===== config.mk =====
export PLATFORM = sky130hd
export DESIGN_NAME = hlpf_result_queue
export DESIGN_NICKNAME = d
export VERILOG_FILES = /design/src/design/hlpf_pkg.sv /design/src/design/hlpf_result_queue.sv
export VERILOG_INCLUDE_DIRS = /design/src /design/src/design
export SDC_FILE = /design/constraint.sdc
export NUM_CORES = 1
export LEC_CHECK = 0
export BUFFER_PORTS_ARGS = -buffer_cell sky130_fd_sc_hd__buf_4
export CAP_MARGIN = 10
export CORE_UTILIZATION = 40
export DETAILED_ROUTE_END_ITERATION = 8
export MAX_ROUTING_LAYER = met4
export PLACE_DENSITY = 0.54
export SLEW_MARGIN = 20
export SYNTH_ARGS = -nofsm -noshare
export SYNTH_HDL_FRONTEND = slang
export SYNTH_SLANG_ARGS = --single-unit

===== constraint.sdc =====
create_clock -name clock -period 8.8 [get_ports clock]
set_input_delay 1.76 -clock clock [delete_from_list [all_inputs] [get_ports clock]]
set_output_delay 1.76 -clock clock [all_outputs]
set_load 0.02 [all_outputs]

===== src/design/heatmap_local_peak_finder_macros.svh =====
// ----------------------------------------------------------------------------
// Peak finder assertion macros
// Concurrent check wrappers shared by the peak finder modules.
// ----------------------------------------------------------------------------
`ifndef HEATMAP_LOCAL_PEAK_FINDER_MACROS_SVH
`define HEATMAP_LOCAL_PEAK_FINDER_MACROS_SVH

// Consequent must hold in the same cycle as the antecedent
`define HLPF_ASSERT_NOW(lbl, clk, rst, ante, cons) \
   lbl: assert property (@(posedge clk) disable iff (rst) (ante) |-> (cons)) \
      else $error("%m: check failed");

// Consequent must hold in the cycle after the antecedent
`define HLPF_ASSERT_NEXT(lbl, clk, rst, ante, cons) \
   lbl: assert property (@(posedge clk) disable iff (rst) (ante) |=> (cons)) \
      else $error("%m: check failed");

`endif


===== src/design/hlpf_pkg.sv =====
// ----------------------------------------------------------------------------
// Peak finder package
// Shared constants, types and the 3x3 window compare for the peak finder.
// ----------------------------------------------------------------------------
package hlpf_pkg;

   localparam int unsigned DEF_MAX_MAP_WIDTH  = 32;
   localparam int unsigned DEF_MAX_MAP_HEIGHT = 32;
   localparam int unsigned DEF_KEY_CHANNELS   = 17;

   localparam logic signed [15:0] DEF_THRESHOLD = 16'sd128;
   localparam int unsigned        DEF_MAP_SIZE  = 9;

   // results one item may cause, and depth of the result queue
   localparam int unsigned PEAKS_PER_ITEM     = 4;
   localparam int unsigned RESULT_QUEUE_DEPTH = 8;

   // register indexes
   localparam logic [1:0] CSR_THRESHOLD  = 2'd0;
   localparam logic [1:0] CSR_MAP_WIDTH  = 2'd1;
   localparam logic [1:0] CSR_MAP_HEIGHT = 2'd2;

   // one column of the window: current row and the two above
   typedef struct packed {
      logic signed [15:0] t2;
      logic signed [15:0] t1;
      logic signed [15:0] t0;
   } col_vec_type;

   typedef struct packed {
      logic [4:0]         col;
      logic [4:0]         row;
      logic [4:0]         ch;
      logic signed [15:0] score;
      logic               last;
   } peak_type;

   // map size 0 counts as 1, above the maximum counts as the maximum
   function automatic logic [31:0] clamp_size(logic [31:0] v, logic [31:0] maxv);
      logic [31:0] r;
      r = v;
      if (v == 32'd0) r = 32'd1;
      else if (v > maxv) r = maxv;
      return r;
   endfunction

   function automatic logic [4:0] lo5(logic [31:0] v);
      return v[4:0];
   endfunction

   // centre is a peak if at least thr and no enabled neighbour is greater
   function automatic logic is_peak(logic signed [15:0] centre,
                                    logic signed [15:0] thr,
                                    col_vec_type c0, col_vec_type c1,
                                    col_vec_type c2,
                                    logic [2:0] row_en, logic [2:0] col_en);
      logic signed [15:0] g [3][3];
      logic ok;
      g[0][0] = c0.t0; g[0][1] = c0.t1; g[0][2] = c0.t2;
      g[1][0] = c1.t0; g[1][1] = c1.t1; g[1][2] = c1.t2;
      g[2][0] = c2.t0; g[2][1] = c2.t1; g[2][2] = c2.t2;
      ok = (centre >= thr);
      for (int k = 0; k < 3; k++) begin
         for (int t = 0; t < 3; t++) begin
            if (col_en[k] && row_en[t]) begin
               if (g[k][t] > centre) ok = 1'b0;
            end
         end
      end
      return ok;
   endfunction

endpackage


===== src/design/hlpf_result_queue.sv =====
// ----------------------------------------------------------------------------
// Peak result queue
// Takes up to four peaks per cycle in order and hands them out one per cycle while out_ready is high.
// ----------------------------------------------------------------------------
`include "heatmap_local_peak_finder_macros.svh"

module hlpf_result_queue (
   input  logic                 clock,
   input  logic                 reset,
   input  logic [3:0]           push_valid,
   input  hlpf_pkg::peak_type   push_data [4],
   output logic                 room,
   output logic                 out_valid,
   input  logic                 out_ready,
   output hlpf_pkg::peak_type   out_data
);
   import hlpf_pkg::*;

   localparam int unsigned QD  = RESULT_QUEUE_DEPTH;
   localparam int unsigned QCW = $clog2(QD + 1);

   peak_type       q_ff [QD];
   peak_type       q_in [QD];
   logic [QCW-1:0] cnt_ff;
   logic [QCW-1:0] cnt_in;
   logic [QCW-1:0] slot;
   logic           pop;
   logic [2:0]     push_n;

   assign pop       = out_valid & out_ready;
   assign out_valid = (cnt_ff != '0);
   assign out_data  = q_ff[0];
   assign room      = (cnt_ff <= QCW'(QD - PEAKS_PER_ITEM));

   // shift out head, then append the new peaks behind the survivors
   always_comb begin
      for (int j = 0; j < QD; j++) q_in[j] = q_ff[j];
      if (pop) begin
         for (int j = 0; j < QD - 1; j++) q_in[j] = q_ff[j + 1];
      end
      slot   = cnt_ff - QCW'(pop);
      push_n = '0;
      for (int k = 0; k < 4; k++) begin
         if (push_valid[k]) begin
            for (int j = 0; j < QD; j++) begin
               if (QCW'(j) == slot) q_in[j] = push_data[k];
            end
            slot   = slot + QCW'(1);
            push_n = push_n + 3'd1;
         end
      end
      cnt_in = slot;
   end

   always_ff @(posedge clock) begin
      if (reset) begin
         cnt_ff <= '0;
      end else begin
         cnt_ff <= cnt_in;
      end
   end

   always_ff @(posedge clock) begin
      for (int j = 0; j < QD; j++) q_ff[j] <= q_in[j];
   end

   `HLPF_ASSERT_NOW(a_cnt_bound, clock, reset, 1'b1, 32'(cnt_ff) <= QD)
   `HLPF_ASSERT_NOW(a_push_room, clock, reset, push_n != 3'd0,
                    32'(cnt_ff) <= QD - PEAKS_PER_ITEM)
   `HLPF_ASSERT_NEXT(a_pop_only, clock, reset, pop && (push_n == 3'd0),
                     cnt_ff == $past(cnt_ff) - QCW'(1))

endmodule


Word level (Yosys, flattened, before mapping)
Memory sizes are Yosys's and may differ from the RTL's.
Cells that the tools add are included.
- output and inout port bits: 34
- input port bits: 135
- register bits: 4
- memories kept: 1
- logic and storage cells: 83
- RAM bits: 256
- memories (name ; words ; bits a word ; rd ports ; clocked after Yosys merged registers in ; wr ports ; line ; source):
    q_ff ; 8 ; 32 ; 8 ; 0 ; 8 ; hlpf_result_queue.sv:22 ; peak_type q_ff [QD];
- add/sub/neg operators: 5
- equality and inequality tests: 28
- multiplexer cells: 41
- bitwise gates (word level): 1
- reduce and logical (&&, ||, !) cells: 5
- magnitude comparators: 1
- operator list (operator ; count):
    $mux 256 ; 4
    $mux 32 ; 32
    $mux 224 ; 1
    $eq 3x4->1 const A ; 16
    $eq 2x4->1 const A ; 8
    $add 4x1->4 const B ; 4
    $eq 1x4->1 const A ; 4
    $logic_not 4->1 ; 4
    $mux 4 ; 4
    $le 4x3->1 const B ; 1
    $reduce_bool 4->1 ; 1
    $sub 4x1->4 ; 1
    $and 1x1->1 ; 1

Depth between registers and ports, before layout
Gate-level depths: netlist of the first run.
- depth after elaboration: 12
- depth in mapped cells: 24
- depth with buffers taken out: 19

Worst setup path after synthesis of the first run
OpenSTA, ideal clock, no wires.
- kind: input to register
- start point: input port out_ready
- end point: memory q_ff[0][118] in the netlist's numbering
- setup time: 87 ps
- data arrival time: 6424 ps
- setup slack: 2289 ps
- cell stages on the path: 23
- cells stage by stage: o41ai_1 -> clkbuf_1 -> buf_2 -> buf_1 -> inv_1 -> ha_1 -> ha_1 -> inv_1 -> ha_1 -> mux2_2 -> inv_1 -> ha_1 -> nand2_1 -> o21ai_0 -> ha_1 -> mux2_2 -> ha_1 -> and3_1 -> clkbuf_1 -> and2_1 -> clkbuf_1 -> buf_2 -> o31ai_1
- RTL lines (what ; line ; source):
    start: declaration ; hlpf_result_queue.sv:14 ; input logic out_ready,
    end: declaration ; hlpf_result_queue.sv:22 ;

==> qor.yml, run 1 <==
synth_warnings: 0
async_flop_share_pct: 0
synth_edf_count: 0
wl_met2_mm: 40.7
finalSetupTns_ns: 0
crit_required_ns: 9.18
cp_max_fo: 33
track_usage_pct: 35.7
rsz0062_at_grt: "false"
fin_crit_sh_pct: 74.8
clock-sinks: 260
ys_types: 39
crit_path_end_kind: "flop"
fp.dieW_um: 224
wl_per_cell_um: 28.9
hold_path.class: "flop to flop"
yosys-top-cells-area: "dfxtp_1, mux2i_1, a211oi_1, o31ai_1, nand3_1"
cap_violations: 0
fin_nets: 2571
nFillCells: 4857
critPathKind: "primary input to flop"
ys_seq_elements: 260
startpoint_type: "primary input"
drtIter0Drc: 2684
worstPathCellList: "buf_4 > o41ai_2 > inv_1 > ha_1 > ha_1 > inv_1 > ha_1 > mux2_2 > inv_1 > ha_1 > nand2_1 > o21ai_0 > ha_1 > nand2_1 > xor2_1 > and3_2 > and2_2 > o31ai_1"
synth-seq-area-share_pct: 26.4
finalMaxSlewViolations: 0
gr-total-overflow: 0
first_pass_iters: 6
grt_pass1_wl_mm: 133
clk_pin_slew_ns: 0.06
via_per_inst: 6.90
clock_latency_ns: 0.56
irDropWorstVdd_mv: 0.444
grt_pass1_vias: 20700
fmax_mhz: 152
cts-resized-gates: 0
total_power_w: 0.0118
cts_tree: "built"
numCtsBuffers: 35
finClkSkew_ns: 0.0207
grt_start_max_net_pins: 146
core_area_sq_mm: 0.0488
critPathTopFamily: "simple AND/OR/NAND/NOR gates"
placementRows: 81
outcome: "finished, final reports clean"
power.leakage_nw: 8.77
synthesis.nets: 2755
cpPeakStageDelay_ns: 0.91
syn_avg_cell_area_sq_um: 7.59
met3WireLength_mm: 8.14
die_h_um: 224
start_util_pct: 40.4
final_util_pct: 44.9
die_area_sq_mm: 0.0503
synth_top_cell_area_share_pct: 26.4
port_buffers: 168
ant_nets: 0
worst_slew_pin_slew_ns: 1.16
path_buf_inv: 4
hold_viol_final: 0
cts_root_buffer: "clkbuf_16"
synth_top_area_cell: "dfxtp_1"
cpMostUsedCell: "ha_1"
area_growth_pct: 11.1
antenna_found_initial: 7
max_slew_margin_pct: 22.6
hold_buffers: 0
critical_path_arrival_ns: 6.96
wl_met1_mm: 37.6
fin_crit_ns: 6.58
vias: 21500
syn_area_sq_mm: 0.0197
p_per_area_mw_per_mm2: 539
drc: 0
highest_layer: "met4"
setup_viol: 0
cts_setup_buffers: 0
drive_above_1_share_pct: 17.3
io_pins: 169
clock_path_buffers: 3
drt_wl_total_mm: 89.9
yosys_most_used_dff: "dfxtp_1"
dp_hpwl_mm: 51.0
gp_congestion: 0.895
crit_slowest_cell: "and3_2"
synthCells: 2602
htree_levels: 2
layout make-up:
cell class	count	area, sq um	area share (%)
antenna	7	17.5	0.0798
multi-input combinational	1888	12900	58.7
sequential	260	5200	23.7
timing repair buffer	222	1840	8.41
tap	664	831	3.79
clock inverter	2	25.0	0.114
clock buffer	60	1090	4.97
inverter	11	41.3	0.188
state kept, by name, summed over array words and instances (netlist names):
register	count
q_ff	256
cnt_ff	4
kinds of logic (layout without fill, tap and decap cells):
group           count (synthesis)  in the layout  share of synthesized area, %
xor+xnor                       18             18                         0.944
mux                           356            356                          18.9
simple gates                  624            624                          14.1
other cells                     0              7                             0
compound gates                872            872                          29.1
flops                         260            260                          26.4
buf+inv                       454            295                          9.52
fa+ha+maj                      18             18                          1.14
worst min-delay path, delay by kind of cell, from the launching register on:
kind	cells	cell delay, ns
compound gates	3	0.34
flops	1	0.31
mux	1	0.11
final timing paths:
kind	to	startpoint	cells past startpoint	slack (ns)
worst max-delay path	q_ff[1][16]	out_ready	18	2.22
worst min-delay path	q_ff[0][50]	q_ff[0][82]	4	0.80
worst max register to register	q_ff[1][16]	cnt_ff[2]	17	2.74
worst min register to register	q_ff[0][50]	q_ff[0][82]	4	0.80
Yosys cell counts, types with 18 or more instances:
master / instances
clkbuf_1: 274
dfxtp_1: 260
nor2_1: 247
nand3_1: 234
mux2i_1: 225
a211oi_1: 224
o31ai_1: 224
a21oi_1: 163
o22ai_1: 160
mux2_2: 103
buf_1: 92
nand2_1: 74
o21ai_0: 65
buf_2: 44
nor3_1: 33
a31oi_1: 32
buf_4: 32
mux2_1: 27
ha_1: 18
metrics by stage:
stage          setup WS, ns  area (sq um)  std cells  hold WS [ns]
6_report               2.22         21900       3114         0.799
5_1_grt                1.96         21900       3114         0.845
4_1_cts                2.30         21800       3104         0.797
3_5_place_dp           1.73         20700       3042         0.799
3_3_place_gp           1.89         20600       3037         0.778
2_1_floorplan          2.29         19700       2602         0.756
layer usage:
| metal | up-vias | GRT usage (%) |
|---|---|---|
| met5 | - | - |
| met4 | 0 | 15.4 |
| met3 | 264 | 6.69 |
| met2 | 1370 | 54.3 |
| met1 | 10500 | 45.9 |
| li1 | 9329 | - |
where the power goes:
| part | internal, W | switching (W) |
|---|---|---|
| Sequential | 0.00196 | 0.000404 |
| Combinational | 0.00318 | 0.00484 |
| Clock | 0.000841 | 0.000592 |
layout by cell type, fill, tap and decap left out, types with 74 or more instances in the layout:
cell type	Yosys	layout
a21oi_1	163	163
nand2_1	74	74
mux2_2	103	103
nand3_1	234	225
nor2_1	247	232
o31ai_1	224	224
dfxtp_1	260	260
a211oi_1	224	224
o22ai_1	160	160
buf_4	32	212
mux2i_1	225	225
Power figures use the tool's default switching activity.
==> run 2, diff against run 1 <==
==> constraint.sdc (replaced) <==
create_clock -name clock -period 6.1 [get_ports clock]
set_input_delay 1.22 -clock clock [delete_from_list [all_inputs] [get_ports clock]]
set_output_delay 1.22 -clock clock [all_outputs]
set_load 0.02 [all_outputs]
==> run 2 against run 1 <==
  * Critical endpoint is now q_ff[0][113]
  * Non-clock buffer count increased by 12
  * Highest routed layer unchanged
  * Clock skew increased by 0.0078 ns
  * Hold slack improved by 0.012 ns
  * Register-to-register slack got worse by 1.9 ns
  * Wire length increased by 3.2%
==> qor.yml, run 2 (synthesis results as in run 1) <==
cp_max_fo: 32  # -3.0%
sw_frac_of_total_pct: 49.7  # +0.34 points
internal_power_w: 0.00873  # +46%
fin_cells: 3127  # +0.42%
stdcell_area_sq_mm: 0.0221  # +0.61%
max_slew_margin_pct: 17.8  # -4.8 points
crit_required_ns: 6.49  # -2.69 ns
cts_root_buffer: "clkbuf_16"
numCtsBuffers: 36  # +2.9%
irDropWorstVdd_mv: 0.556  # +25%
nFillCells: 4908  # +1.1%
critical_path_arrival_ns: 5.74  # -1.22 ns
drc: 0  # unchanged
finalSetupTns_ns: 0  # unchanged
cts_tree: "built"
reg_top3: "q_ff: 256 flops, cnt_ff: 4 flops"
startpoint_type: "primary input"
power.leakage_nw: 8.87  # +1.1%
p_switching_w: 0.00864  # +48%
p_per_area_mw_per_mm2: 787  # +46%
cts_setup_buffers: 0  # unchanged
drive_above_1_share_pct: 18.1  # +0.77 points
fp.dieW_um: 224  # unchanged
placed_area_sq_mm: 0.0209  # +0.60%
clock_latency_ns: 0.58  # +0.02 ns
grt_pass1_vias: 21100  # +2.1%
setup_viol: 0  # unchanged
rsz0062_at_grt: "false"
multi_input_comb_area_sq_mm: 0.0129  # about the same
final_cell_mix: "dfxtp_1, nor2_1, mux2i_1, nand3_1"
worst_slew_pin_slew_ns: 1.23  # +0.0704 ns
hold_path.class: "flop to flop"
htree_levels: 2  # unchanged
worst_r2r_path_depth: 13  # -4
cap_violations: 0  # unchanged
p_seq_share_pct: 19.6  # -0.4 points
largest-register: "q_ff"
clock-sinks: 260  # unchanged
fmax_mhz: 187
via_per_inst: 6.93  # +0.32%
first_pass_iters: 7  # +1
antenna_found_initial: 8  # +1
clk_pin_slew_ns: 0.06  # about the same
drtIter0Drc: 2993  # +12%
hold_buffers: 0  # unchanged
track_usage_pct: 36.9  # +1.3 points
start_util_pct: 40.4  # unchanged
p_clk_share_pct: 12.4  # +0.3 points
fin_crit_sh_pct: 87.7
hold_depth: 4  # unchanged
drt_wl_total_mm: 92.8  # +3.2%
fin_nets: 2584  # +0.51%
area_growth_pct: 11.8
core_area_sq_mm: 0.0488  # unchanged
ff_latch_area_sq_mm: 0.00520  # unchanged
p_comb_share_pct: 68.0  # about the same
wl_per_cell_um: 29.7  # +2.8%
fin_crit_ns: 5.35
gp_congestion: 0.941  # +5.1%
whs_ns: 0.810  # +0.0116 ns
mostFrequentLayoutCell: "dfxtp_1"
die_h_um: 224  # unchanged
io_pins: 169  # unchanged
cts-resized-gates: 0  # unchanged
clock_path_buffers: 3  # unchanged
ant_nets: 0  # unchanged
final_util_pct: 45.2  # +0.27 points
hold_viol_final: 0  # unchanged
grt_pass1_wl_mm: 137  # +2.6%
largest_reg_flops: 256  # unchanged
die_area_sq_mm: 0.0503  # unchanged
dp_hpwl_mm: 52.7  # +3.2%
port_buffers: 168  # unchanged
placementRows: 81  # unchanged
critPathKind: "primary input to flop"
grt_start_max_net_pins: 145  # -0.68%
place_inst: 3056  # +0.46%
finClkSkew_ns: 0.0285  # +0.00783 ns
outcome: "finished, final reports clean"
gr-total-overflow: 0  # unchanged
crit_path_end_kind: "flop"
vias: 21700  # +0.73%
finalMaxSlewViolations: 0  # unchanged
[run 2: path summary, 6_finish.rpt]
kind | slack [ns] | end | startpoint
worst max-delay path | 0.75 | q_ff[0][113] | out_ready
worst min-delay path | 0.81 | q_ff[0][33] | q_ff[0][65]
worst max register to register | 0.84 | q_ff[0][113] | cnt_ff[2]
worst min register to register | 0.81 | q_ff[0][33] | q_ff[0][65]
[run 2: routing by layer]
metal	share of wire, %	global-route usage, %	vias up
li1	-	-	9328
met2	44	55.0	1495
met1	40	46.6	10500
met4	5.4	20.6	0
met3	10	7.31	366
met5	0	-	-
[run 2: cell type report]
class	count	share of cell area [%]
antenna	8	0.0907
sequential	260	23.6
timing repair buffer	234	8.71
clock inverter	9	0.272
inverter	11	0.187
multi-input combinational	1888	58.4
clock buffer	53	5.02
tap	664	3.76
[run 2: critical path, cell delays in order]
cell and delay [ns]:
buf_4 0.11, o41ai_2 0.05, inv_1 0.08, ha_1 0.20
ha_1 0.36, inv_1 0.11, ha_1 0.20, and2_1 0.25
xnor2_1 0.87, nand2_1 0.15, xnor2_1 0.21, xnor2_2 0.64
and2_2 1.06, o31ai_1 0.22
[run 2: power by group through the flow]
stage,clock network [W],logic (W),registers (W)
after floorplan,0,0.00847,0.00318
after global placement,0,0.0111,0.00340
after detailed placement,0,0.0114,0.00341
after CTS,0.00217,0.0115,0.00338
after global routing,0.00223,0.0126,0.00348
final,0.00216,0.0118,0.00340
[run 2: metrics by stage]
step	power, W	worst slack (ns)
after global routing	0.0183	0.478
final	0.0174	0.749
after global placement	0.0145	0.416
after CTS	0.0170	0.885
after floorplan	0.0117	0.129
after detailed placement	0.0148	0.281
